### src/rtl/core/rftf_pkg.sv
// Package for the radio frequency tracking filter.
// Holds configuration types, register indexes, step codes and the FIR weight table.
// No dependencies.
package rftf_pkg;

  localparam int FILTER_TAPS = 11;
  localparam int TAP_W       = 4;
  localparam int DIV_STEPS   = 26;
  localparam int CNT_W       = 5;

  localparam logic [13:0] PPM_SCALE = 14'd15625;

  localparam logic [15:0] UPDATE_INTERVAL_RST  = 16'd15;
  localparam logic [14:0] PPM_THRESHOLD_RST    = 15'd1000;
  localparam logic [7:0]  CHIP_ERROR_LIMIT_RST = 8'd25;
  localparam logic [11:0] IF_HIGH_BOUND_RST    = 12'd520;
  localparam logic [11:0] IF_LOW_BOUND_RST     = 12'd480;
  localparam logic [11:0] IF_IDLE_VALUE        = 12'd500;

  localparam logic [2:0] REG_UPDATE_INTERVAL  = 3'd0;
  localparam logic [2:0] REG_PPM_THRESHOLD    = 3'd1;
  localparam logic [2:0] REG_CHIP_ERROR_LIMIT = 3'd2;
  localparam logic [2:0] REG_IF_HIGH_BOUND    = 3'd3;
  localparam logic [2:0] REG_IF_LOW_BOUND     = 3'd4;

  localparam logic [1:0] STEP_NONE = 2'b00;
  localparam logic [1:0] STEP_UP   = 2'b01;
  localparam logic [1:0] STEP_DOWN = 2'b11;

  typedef struct packed {
    logic [15:0] update_interval;
    logic [14:0] ppm_threshold;
    logic [7:0]  chip_error_limit;
    logic [11:0] if_high_bound;
    logic [11:0] if_low_bound;
  } cfg_t;

  typedef enum logic [2:0] {
    ST_IDLE,
    ST_DIV,
    ST_PUSH,
    ST_MAC,
    ST_FIN
  } state_e;

  typedef struct packed {
    logic             load;
    logic             div_step;
    logic             push;
    logic             mac_step;
    logic             finish;
    logic [TAP_W-1:0] tap;
  } cmd_t;

  typedef struct packed {
    logic out_hold;
  } status_t;

  // symmetric low-pass weights, sum 512
  function automatic logic [6:0] fir_weight(logic [TAP_W-1:0] tap);
    logic [6:0] w;
    case (tap) inside
      4'd0, 4'd10: w = 7'd4;
      4'd1, 4'd9:  w = 7'd16;
      4'd2, 4'd8:  w = 7'd37;
      4'd3, 4'd7:  w = 7'd64;
      4'd4, 4'd6:  w = 7'd87;
      4'd5:        w = 7'd96;
      default:     w = 7'd0;
    endcase
    return w;
  endfunction

endpackage

### src/rtl/core/radio_frequency_tracking_filter.sv
// Radio frequency tracking filter, top level.
// Depends on rftf_pkg, rftf_regs, rftf_ctrl and rftf_dp.
//
// One input transfer per received packet carries the IF estimate, chip error
// count, clock-recovery drift count and packet length. One output transfer
// returns the filtered ppm error, the filtered IF estimate with its taken
// flag, and the IF fine and LO channel code steps (+1, -1 or 0).
// Both channels use valid/stall; a transfer happens when valid is high and
// stall is low. Configuration goes through the APB-style port, registers at
// byte addresses 0, 4, 8, 12 and 16; write only while no packet is in flight.
//
// Sequence: after the input transfer, the bit-serial ppm divider runs, the
// sample is pushed into the history, the shared multiply-accumulate steps
// over the taps and the result is formed. The input stays stalled through
// the divider and tap loop, so a new packet is taken only after the finish.
// The output register holds a finished result while the receiver stalls;
// the next packet is taken and processed meanwhile, and its result waits in
// the last step until the output register frees up.
// Reset loads the register defaults, clears the error history and cooldown
// count and fills every IF history tap but the last with its idle value, the last with zero.
module radio_frequency_tracking_filter
  import rftf_pkg::*;
(
  input  logic               clk_i,
  input  logic               rst_ni,
  input  logic               psel,
  input  logic               penable,
  input  logic               pwrite,
  input  logic [4:0]         paddr,
  input  logic [31:0]        pwdata,
  output logic [31:0]        prdata,
  output logic               pready,
  input  logic               in_valid_i,
  output logic               in_stall_o,
  input  logic [11:0]        if_estimate_i,
  input  logic [7:0]         chip_errors_i,
  input  logic signed [15:0] drift_count_i,
  input  logic [6:0]         packet_length_i,
  output logic               out_valid_o,
  input  logic               out_stall_i,
  output logic signed [15:0] rate_error_filtered_o,
  output logic [11:0]        if_filtered_o,
  output logic               sample_taken_o,
  output logic signed [1:0]  if_fine_step_o,
  output logic signed [1:0]  channel_code_step_o
);

  cfg_t    cfg;
  cmd_t    cmd;
  status_t status;

  rftf_regs u_regs (
    .clk_i   (clk_i),
    .rst_ni  (rst_ni),
    .psel    (psel),
    .penable (penable),
    .pwrite  (pwrite),
    .paddr   (paddr),
    .pwdata  (pwdata),
    .prdata  (prdata),
    .pready  (pready),
    .cfg_o   (cfg)
  );

  rftf_ctrl u_ctrl (
    .clk_i      (clk_i),
    .rst_ni     (rst_ni),
    .in_valid_i (in_valid_i),
    .in_stall_o (in_stall_o),
    .status_i   (status),
    .cmd_o      (cmd)
  );

  rftf_dp u_dp (
    .clk_i                 (clk_i),
    .rst_ni                (rst_ni),
    .cfg_i                 (cfg),
    .cmd_i                 (cmd),
    .status_o              (status),
    .if_estimate_i         (if_estimate_i),
    .chip_errors_i         (chip_errors_i),
    .drift_count_i         (drift_count_i),
    .packet_length_i       (packet_length_i),
    .out_valid_o           (out_valid_o),
    .out_stall_i           (out_stall_i),
    .rate_error_filtered_o (rate_error_filtered_o),
    .if_filtered_o         (if_filtered_o),
    .sample_taken_o        (sample_taken_o),
    .if_fine_step_o        (if_fine_step_o),
    .channel_code_step_o   (channel_code_step_o)
  );

endmodule

### src/rtl/core/rftf_regs.sv
// Configuration register file behind the APB-style port.
// Depends on rftf_pkg for cfg_t, reset values and register indexes.
module rftf_regs
  import rftf_pkg::*;
(
  input  logic        clk_i,
  input  logic        rst_ni,
  input  logic        psel,
  input  logic        penable,
  input  logic        pwrite,
  input  logic [4:0]  paddr,
  input  logic [31:0] pwdata,
  output logic [31:0] prdata,
  output logic        pready,
  output cfg_t        cfg_o
);

  cfg_t cfg_q, cfg_d;
  logic wr_en;

  assign pready = 1'b1;
  assign wr_en  = psel & penable & pwrite;
  assign cfg_o  = cfg_q;

  always_comb begin
    cfg_d = cfg_q;
    if (wr_en) begin
      unique case (paddr[4:2])
        REG_UPDATE_INTERVAL:  cfg_d.update_interval  = pwdata[15:0];
        REG_PPM_THRESHOLD:    cfg_d.ppm_threshold    = pwdata[14:0];
        REG_CHIP_ERROR_LIMIT: cfg_d.chip_error_limit = pwdata[7:0];
        REG_IF_HIGH_BOUND:    cfg_d.if_high_bound    = pwdata[11:0];
        REG_IF_LOW_BOUND:     cfg_d.if_low_bound     = pwdata[11:0];
        default: ;
      endcase
    end
  end

  always_comb begin
    unique case (paddr[4:2])
      REG_UPDATE_INTERVAL:  prdata = {16'd0, cfg_q.update_interval};
      REG_PPM_THRESHOLD:    prdata = {17'd0, cfg_q.ppm_threshold};
      REG_CHIP_ERROR_LIMIT: prdata = {24'd0, cfg_q.chip_error_limit};
      REG_IF_HIGH_BOUND:    prdata = {20'd0, cfg_q.if_high_bound};
      REG_IF_LOW_BOUND:     prdata = {20'd0, cfg_q.if_low_bound};
      default:              prdata = 32'd0;
    endcase
  end

  always_ff @(posedge clk_i or negedge rst_ni) begin
    if (!rst_ni) begin
      cfg_q.update_interval  <= UPDATE_INTERVAL_RST;
      cfg_q.ppm_threshold    <= PPM_THRESHOLD_RST;
      cfg_q.chip_error_limit <= CHIP_ERROR_LIMIT_RST;
      cfg_q.if_high_bound    <= IF_HIGH_BOUND_RST;
      cfg_q.if_low_bound     <= IF_LOW_BOUND_RST;
    end else begin
      cfg_q <= cfg_d;
    end
  end

endmodule

### src/rtl/core/rftf_ctrl.sv
// Sequencer for one packet: load, divide, push sample, MAC over the taps, finish.
// Depends on rftf_pkg for state_e, cmd_t and status_t.
module rftf_ctrl
  import rftf_pkg::*;
(
  input  logic    clk_i,
  input  logic    rst_ni,
  input  logic    in_valid_i,
  output logic    in_stall_o,
  input  status_t status_i,
  output cmd_t    cmd_o
);

  state_e           state_q, state_d;
  logic [CNT_W-1:0] cnt_q, cnt_d;

  always_ff @(posedge clk_i or negedge rst_ni) begin
    if (!rst_ni) begin
      state_q <= ST_IDLE;
      cnt_q   <= '0;
    end else begin
      state_q <= state_d;
      cnt_q   <= cnt_d;
    end
  end

  always_comb begin
    state_d    = state_q;
    cnt_d      = cnt_q;
    cmd_o      = '0;
    cmd_o.tap  = cnt_q[TAP_W-1:0];
    in_stall_o = 1'b1;
    unique case (state_q)
      ST_IDLE: begin
        in_stall_o = 1'b0;
        if (in_valid_i) begin
          cmd_o.load = 1'b1;
          cnt_d      = '0;
          state_d    = ST_DIV;
        end
      end
      ST_DIV: begin
        cmd_o.div_step = 1'b1;
        cnt_d          = cnt_q + 1'b1;
        if (cnt_q == CNT_W'(DIV_STEPS - 1)) begin
          state_d = ST_PUSH;
        end
      end
      ST_PUSH: begin
        cmd_o.push = 1'b1;
        cnt_d      = '0;
        state_d    = ST_MAC;
      end
      ST_MAC: begin
        cmd_o.mac_step = 1'b1;
        cnt_d          = cnt_q + 1'b1;
        if (cnt_q == CNT_W'(FILTER_TAPS - 1)) begin
          state_d = ST_FIN;
        end
      end
      ST_FIN: begin
        // hold until the output register is free
        if (!status_i.out_hold) begin
          cmd_o.finish = 1'b1;
          state_d      = ST_IDLE;
        end
      end
      default: state_d = ST_IDLE;
    endcase
  end

endmodule

### src/rtl/core/rftf_dp.sv
// Datapath: ppm divider, both FIR histories and accumulators, cooldown and result register.
// Depends on rftf_pkg for cfg_t, cmd_t, status_t, step codes and fir_weight.
module rftf_dp
  import rftf_pkg::*;
(
  input  logic               clk_i,
  input  logic               rst_ni,
  input  cfg_t               cfg_i,
  input  cmd_t               cmd_i,
  output status_t            status_o,
  input  logic [11:0]        if_estimate_i,
  input  logic [7:0]         chip_errors_i,
  input  logic signed [15:0] drift_count_i,
  input  logic [6:0]         packet_length_i,
  output logic               out_valid_o,
  input  logic               out_stall_i,
  output logic signed [15:0] rate_error_filtered_o,
  output logic [11:0]        if_filtered_o,
  output logic               sample_taken_o,
  output logic signed [1:0]  if_fine_step_o,
  output logic signed [1:0]  channel_code_step_o
);

  // divider
  logic [15:0] drift_abs;
  logic [29:0] prod;
  logic [25:0] dividend_q;
  logic [6:0]  rem_q;
  logic [15:0] quot_q;
  logic [6:0]  len_q;
  logic        neg_q;
  logic        taken_q;
  logic [7:0]  trial;
  logic        ge;
  logic [15:0] sample;

  // filters
  logic signed [15:0] rate_hist_q [FILTER_TAPS];
  logic [11:0]        if_hist_q   [FILTER_TAPS];
  logic signed [25:0] rate_acc_q;
  logic [20:0]        if_acc_q;
  logic [6:0]         w;
  logic signed [15:0] rate_sel;
  logic signed [23:0] rate_prod;
  logic [18:0]        if_prod;
  logic [15:0]        cooldown_q;

  // finish
  logic signed [25:0] rate_rnd;
  logic signed [15:0] filt;
  logic signed [16:0] filt_x, thr_pos, thr_neg;
  logic [11:0]        if_filt;
  logic               at_int;
  logic [1:0]         fine, code;

  logic               out_valid_q;
  logic signed [15:0] out_rate_q;
  logic [11:0]        out_if_q;
  logic               out_taken_q;
  logic [1:0]         out_fine_q, out_code_q;

  assign drift_abs = drift_count_i[15] ? 16'(~drift_count_i + 16'sd1) : drift_count_i;
  assign prod      = 30'(drift_abs) * 30'(PPM_SCALE);

  assign trial  = {rem_q, dividend_q[25]};
  assign ge     = trial >= {1'b0, len_q};
  assign sample = (len_q == 7'd0) ? 16'd0 : (neg_q ? 16'(-quot_q) : quot_q);

  assign w         = fir_weight(cmd_i.tap);
  assign rate_sel  = rate_hist_q[cmd_i.tap];
  assign rate_prod = rate_sel * $signed({1'b0, w});
  assign if_prod   = if_hist_q[cmd_i.tap] * w;

  // truncate toward zero on the divide by 512
  assign rate_rnd = rate_acc_q + (rate_acc_q[25] ? 26'sd511 : 26'sd0);
  assign filt     = rate_rnd[24:9];
  assign filt_x   = {filt[15], filt};
  assign thr_pos  = {2'b00, cfg_i.ppm_threshold};
  assign thr_neg  = -thr_pos;
  assign if_filt  = if_acc_q[20:9];
  assign at_int   = cooldown_q == cfg_i.update_interval;

  always_comb begin
    fine = STEP_NONE;
    if (at_int && filt_x > thr_pos) fine = STEP_UP;
    if (at_int && filt_x < thr_neg) fine = STEP_DOWN;
    code = STEP_NONE;
    if (taken_q && at_int) begin
      if (if_filt > cfg_i.if_high_bound) code = STEP_UP;
      if (if_filt < cfg_i.if_low_bound)  code = STEP_DOWN;
    end
  end

  always_ff @(posedge clk_i) begin
    if (cmd_i.load) begin
      dividend_q <= prod[28:3];
      rem_q      <= '0;
      quot_q     <= '0;
      len_q      <= packet_length_i;
      neg_q      <= drift_count_i[15];
      taken_q    <= chip_errors_i < cfg_i.chip_error_limit;
    end else if (cmd_i.div_step) begin
      dividend_q <= {dividend_q[24:0], 1'b0};
      rem_q      <= ge ? 7'(trial - {1'b0, len_q}) : trial[6:0];
      quot_q     <= {quot_q[14:0], ge};
    end
  end

  always_ff @(posedge clk_i) begin
    if (cmd_i.push) begin
      rate_acc_q <= '0;
      if_acc_q   <= '0;
    end else if (cmd_i.mac_step) begin
      rate_acc_q <= rate_acc_q + {{2{rate_prod[23]}}, rate_prod};
      if_acc_q   <= if_acc_q + 21'(if_prod);
    end
  end

  always_ff @(posedge clk_i or negedge rst_ni) begin
    if (!rst_ni) begin
      for (int k = 0; k < FILTER_TAPS; k++) begin
        rate_hist_q[k] <= '0;
        if_hist_q[k]   <= (k < FILTER_TAPS - 1) ? IF_IDLE_VALUE : 12'd0;
      end
      cooldown_q <= '0;
    end else begin
      if (cmd_i.load) begin
        cooldown_q <= cooldown_q + 16'd1;
        if (chip_errors_i < cfg_i.chip_error_limit) begin
          for (int k = FILTER_TAPS - 1; k > 0; k--) begin
            if_hist_q[k] <= if_hist_q[k-1];
          end
          if_hist_q[0] <= if_estimate_i;
        end
      end
      if (cmd_i.push) begin
        for (int k = FILTER_TAPS - 1; k > 0; k--) begin
          rate_hist_q[k] <= rate_hist_q[k-1];
        end
        rate_hist_q[0] <= sample;
      end
      if (cmd_i.finish && taken_q && at_int) begin
        cooldown_q <= '0;
      end
    end
  end

  always_ff @(posedge clk_i or negedge rst_ni) begin
    if (!rst_ni) begin
      out_valid_q <= 1'b0;
    end else if (cmd_i.finish) begin
      out_valid_q <= 1'b1;
    end else if (!out_stall_i) begin
      out_valid_q <= 1'b0;
    end
  end

  always_ff @(posedge clk_i) begin
    if (cmd_i.finish) begin
      out_rate_q  <= filt;
      out_if_q    <= taken_q ? if_filt : 12'd0;
      out_taken_q <= taken_q;
      out_fine_q  <= fine;
      out_code_q  <= code;
    end
  end

  assign status_o.out_hold     = out_valid_q & out_stall_i;
  assign out_valid_o           = out_valid_q;
  assign rate_error_filtered_o = out_rate_q;
  assign if_filtered_o         = out_if_q;
  assign sample_taken_o        = out_taken_q;
  assign if_fine_step_o        = out_fine_q;
  assign channel_code_step_o   = out_code_q;

endmodule

### config.mk
export PLATFORM = sky130hd
export DESIGN_NAME = radio_frequency_tracking_filter
export DESIGN_NICKNAME = d
export VERILOG_FILES = /design/src/rtl/core/rftf_pkg.sv /design/src/rtl/core/radio_frequency_tracking_filter.sv /design/src/rtl/core/rftf_regs.sv /design/src/rtl/core/rftf_ctrl.sv /design/src/rtl/core/rftf_dp.sv
export SDC_FILE = /design/constraint.sdc
export NUM_CORES = 2
export LEC_CHECK = 0
export BUFFER_PORTS_ARGS = -buffer_cell sky130_fd_sc_hd__buf_4
export CAP_MARGIN = 20
export CORE_ASPECT_RATIO = 0.9
export CORE_MARGIN = 2
export CORE_UTILIZATION = 60
export DETAILED_ROUTE_END_ITERATION = 10
export PLACE_DENSITY = 0.88
export SLEW_MARGIN = 0
export SYNTH_ARGS = -nofsm -noshare
export SYNTH_HDL_FRONTEND = slang
export SYNTH_HIERARCHICAL = 1
export SYNTH_SLANG_ARGS = --single-unit
### constraint.sdc
create_clock -name clk_i -period 24 [get_ports clk_i]
set_input_delay 1.2 -clock clk_i [delete_from_list [all_inputs] [get_ports clk_i]]
set_output_delay 1.2 -clock clk_i [all_outputs]
set_load 0.01 [all_outputs]
==> reports/results.txt <==
Internal -> 0.002973 W
Top post-synthesis cells by area -> dfrtp_1, mux2_2, ha_1
Fin. max-slew vios -> 0
Crit path top cell by count -> a21oi_1
Placeable core area -> 0.06155 mm²
CP peak stage delay -> 770 ps
CP required -> 24,530 ps
CTS resizes -> 0
Crit path arrival time -> 10,000 ps
Seq/Total Area, Yosys -> 35.90%
Mapped Cells -> 3,417
Max transition margin -> 22.90%
Synthesis Warnings -> 6
EDFF count, synth -> 68
Wire length per cell -> 19.31 µm
Sw power -> 0.002304 W
Die height -> 241.1 µm
RSZ-0062 raised after global routing -> false
Grt ovf -> 0
I/O pin cnt -> 155
# DRC -> 0
Synth Register Bits -> 534
Max Clk Rate -> 0.1055 GHz
Clock tree sinks -> 534
List of most frequent post-synthesis cells -> mux2_2, nor2_1, inv_1
FP Rows -> 86
Storage element area -> 0.01346 mm²
Overall routing resource usage -> 26.63%
Routed WL -> 84.34 mm
Combinational share of power -> 57.1%
Starting density of the core -> 60.88%
Worst setup path startpoint -> u_ctrl/cnt_q[0]
Worst r2r src -> u_ctrl/cnt_q[0]
Share of cells above drive strength 1 -> 22.71%
Fill count -> 4,137
Post-Syn Area per Cell -> 10.97 µm²
Post-CTS Setup Bufs -> 0
Setup TNS -> 0 ps
Pre-antenna DRT Iters -> 8
Worst slew pin tran -> 1157 ps
Most used DFF post-synth -> dfrtp_1
Final cell count without fillers -> 4,368
Status -> completed
Max Root-Sink Buffers -> 3
Via density -> 5.981
Placer's final routability congestion estimate -> 0.9136
Vias in the first global route -> 27.27k
Number of buffers created by CTS -> 57
Hold Violations, Final -> 0
Layout area overhead -> 9.627%
PwrDens -> 128.5 mW/mm²
Area of the die -> 0.06447 mm²
First-pass GRT wire length -> 138.6 mm
I/O Buffers -> 119
Sequential share of power -> 25.0%
H-tree depth -> 2
Setup violators final -> 0
CTS Hold Bufs -> 0
Area of the multi-input gates -> 0.02212 mm²
Net Sw Frac -> 43.66%
Synth area leader -> dfrtp_1
Dpl hpwl -> 57.13 mm
Pin count of the biggest net entering global routing -> 206
Chip width -> 267.4 µm
Clock transition at the registers of the reported paths -> 60 ps
Root Buffer -> clkbuf_16
Fin Clk Skew -> 43.70 ps
Clock power frac -> 17.9%
Clock Latency Late Sink -> 650 ps
Hold path startpoint -> u_dp/rem_q[6]
Via Count -> 26.13k
Max cap viols -> 0
Post-synth ARST share -> 74.16%
Final #Nets -> 4,077
Inst Count DP -> 4,255
Most frequent cell after synthesis -> mux2_2
Final Critical Period -> 9475 ps
Peak VDD IR -> 159.7 µV
Syn Std Cell Area -> 0.03747 mm²
Unique masters post-synth -> 83
Critical-path top delay cell -> dfrtp_4
Hold WC Path Type -> reg2reg
Crit end category -> flop
Crit Path Class -> reg2reg
CP Launch Type -> flop
CTS tree -> done
Antenna Nets Post-Route -> 0
Max FO, Critical Path -> 29
DRT iter0 DRCs -> 1,969
Synth top area share -> 21.17%
P_leak -> 19.72 nW
Fin crit share -> 39.48%
Initial antenna violation count -> 2
## registers in the layout, indices dropped and copies added, names as in the netlist, 21 cells and up
register and cells:
u_dp/dividend_q 26, u_dp/if_acc_q 21, u_dp/if_hist_q 132, u_dp/rate_acc_q 26, u_dp/rate_hist_q 176, u_regs/cfg_o 63
## layout make-up
type,count,area share [%]
Antenna cell,1,0.006092
Clock buffer,74,3.951
Clock inverter,34,0.9808
Inverter,344,3.143
Multi-Input combinational cell,2401,53.85
Sequential cell,534,32.77
Tap cell,836,2.546
Timing Repair Buffer,144,2.753
## per-stage QoR
| step | power [W] | util, % | setup WS, ps | hold WS [ps] | instance area [µm²] |
|---|---|---|---|---|---|
| after global routing | 0.005719 | 66.74 | 13940 | 505.7 | 41080 |
| after floorplan | 0.003594 | - | 15820 | 446.7 | 37530 |
| after CTS | 0.005265 | 66.66 | 14570 | 478.9 | 41030 |
| after detailed placement | 0.004270 | 63.37 | 14690 | 470.1 | 39000 |
| final | 0.005277 | 66.74 | 14530 | 476.8 | 41080 |
| after global placement | 0.004117 | 63.37 | 14940 | 459.0 | 39000 |
## layout by cell type (no fill, tap or decap), types with 11 or more instances in the layout
cell type  instances
mux4_2            57
xor2_1            56
inv_1            341
edfxtp_1          68
ha_1             328
mux2_2           367
a211oi_1          40
dfxtp_1           70
nand2_1          123
clkbuf_16         59
or2_2             16
a22oi_1           11
fa_1             180
xnor2_1          120
a21o_1            43
mux2i_1           86
dfrtp_1          314
buf_4            139
nand2b_1          42
o211ai_1          14
o21ai_0           76
nand4_1           23
dfstp_2           79
conb_1            17
nor3_1            29
o31ai_1           11
a21oi_1          142
and2_1            17
o2bb2ai_1         17
nand3_1           33
nor2_1           346
nor2b_1           32
a31oi_1           11
clkinv_2          11
o21a_1            20
## power groups by stage
| stage | Sequential, W | Clock [W] | Combinational (W) |
|---|---|---|---|
| 6_report | 0.00132 | 0.000945 | 0.00301 |
| 5_1_grt | 0.00134 | 0.000994 | 0.00339 |
| 4_1_cts | 0.00132 | 0.000957 | 0.00299 |
| 3_5_place_dp | 0.00133 | 0 | 0.00294 |
| 3_3_place_gp | 0.00132 | 0 | 0.00280 |
| 2_1_floorplan | 0.00122 | 0 | 0.00238 |
## critical path: cells and delay by family, from the launching register on
kind            cells  cell delay [ps]
mux                 1              270
xor+xnor            1              180
simple gates       10             2000
flops               1              770
buf+inv             4             1070
fa+ha+maj           6             2540
compound gates     12             2480
## worst paths after layout
path | endpoint | slack (ps) | depth (start not counted)
setup / recovery | u_dp/rate_acc_q[25] | 14530 | 34
hold / removal | u_dp/rem_q[6] | 480 | 2
setup reg to reg | u_dp/rate_acc_q[25] | 14530 | 34
hold reg to reg | u_dp/rem_q[6] | 480 | 2
max in group asynchronous | u_ctrl/cnt_q[1] | 21190 | 3
min in group asynchronous | u_dp/if_hist_q[123] | 530 | 1
## logic make-up (layout without fill, tap and decap cells)
logic type,after synthesis,count (layout),share of synthesized area (%)
simple gates,727,727,9.052
other cells,2,18,0.02004
xor+xnor,177,177,4.157
fa+ha+maj,508,508,20.57
buf+inv,497,596,5.323
compound gates,445,445,7.617
mux,527,527,17.36
flops,534,534,35.90
## layer usage
layer / GRT usage, % / share of wire, % / up-vias
met3: 4.112 / 5.7 / 223
met1: 34.37 / 42 / 13180
met5: 0 / 0.014 / -
met4: 10.82 / 3.5 / 2
met2: 45.20 / 49 / 818
li1: - / - / 11900
(Power assumes the default switching activity.)
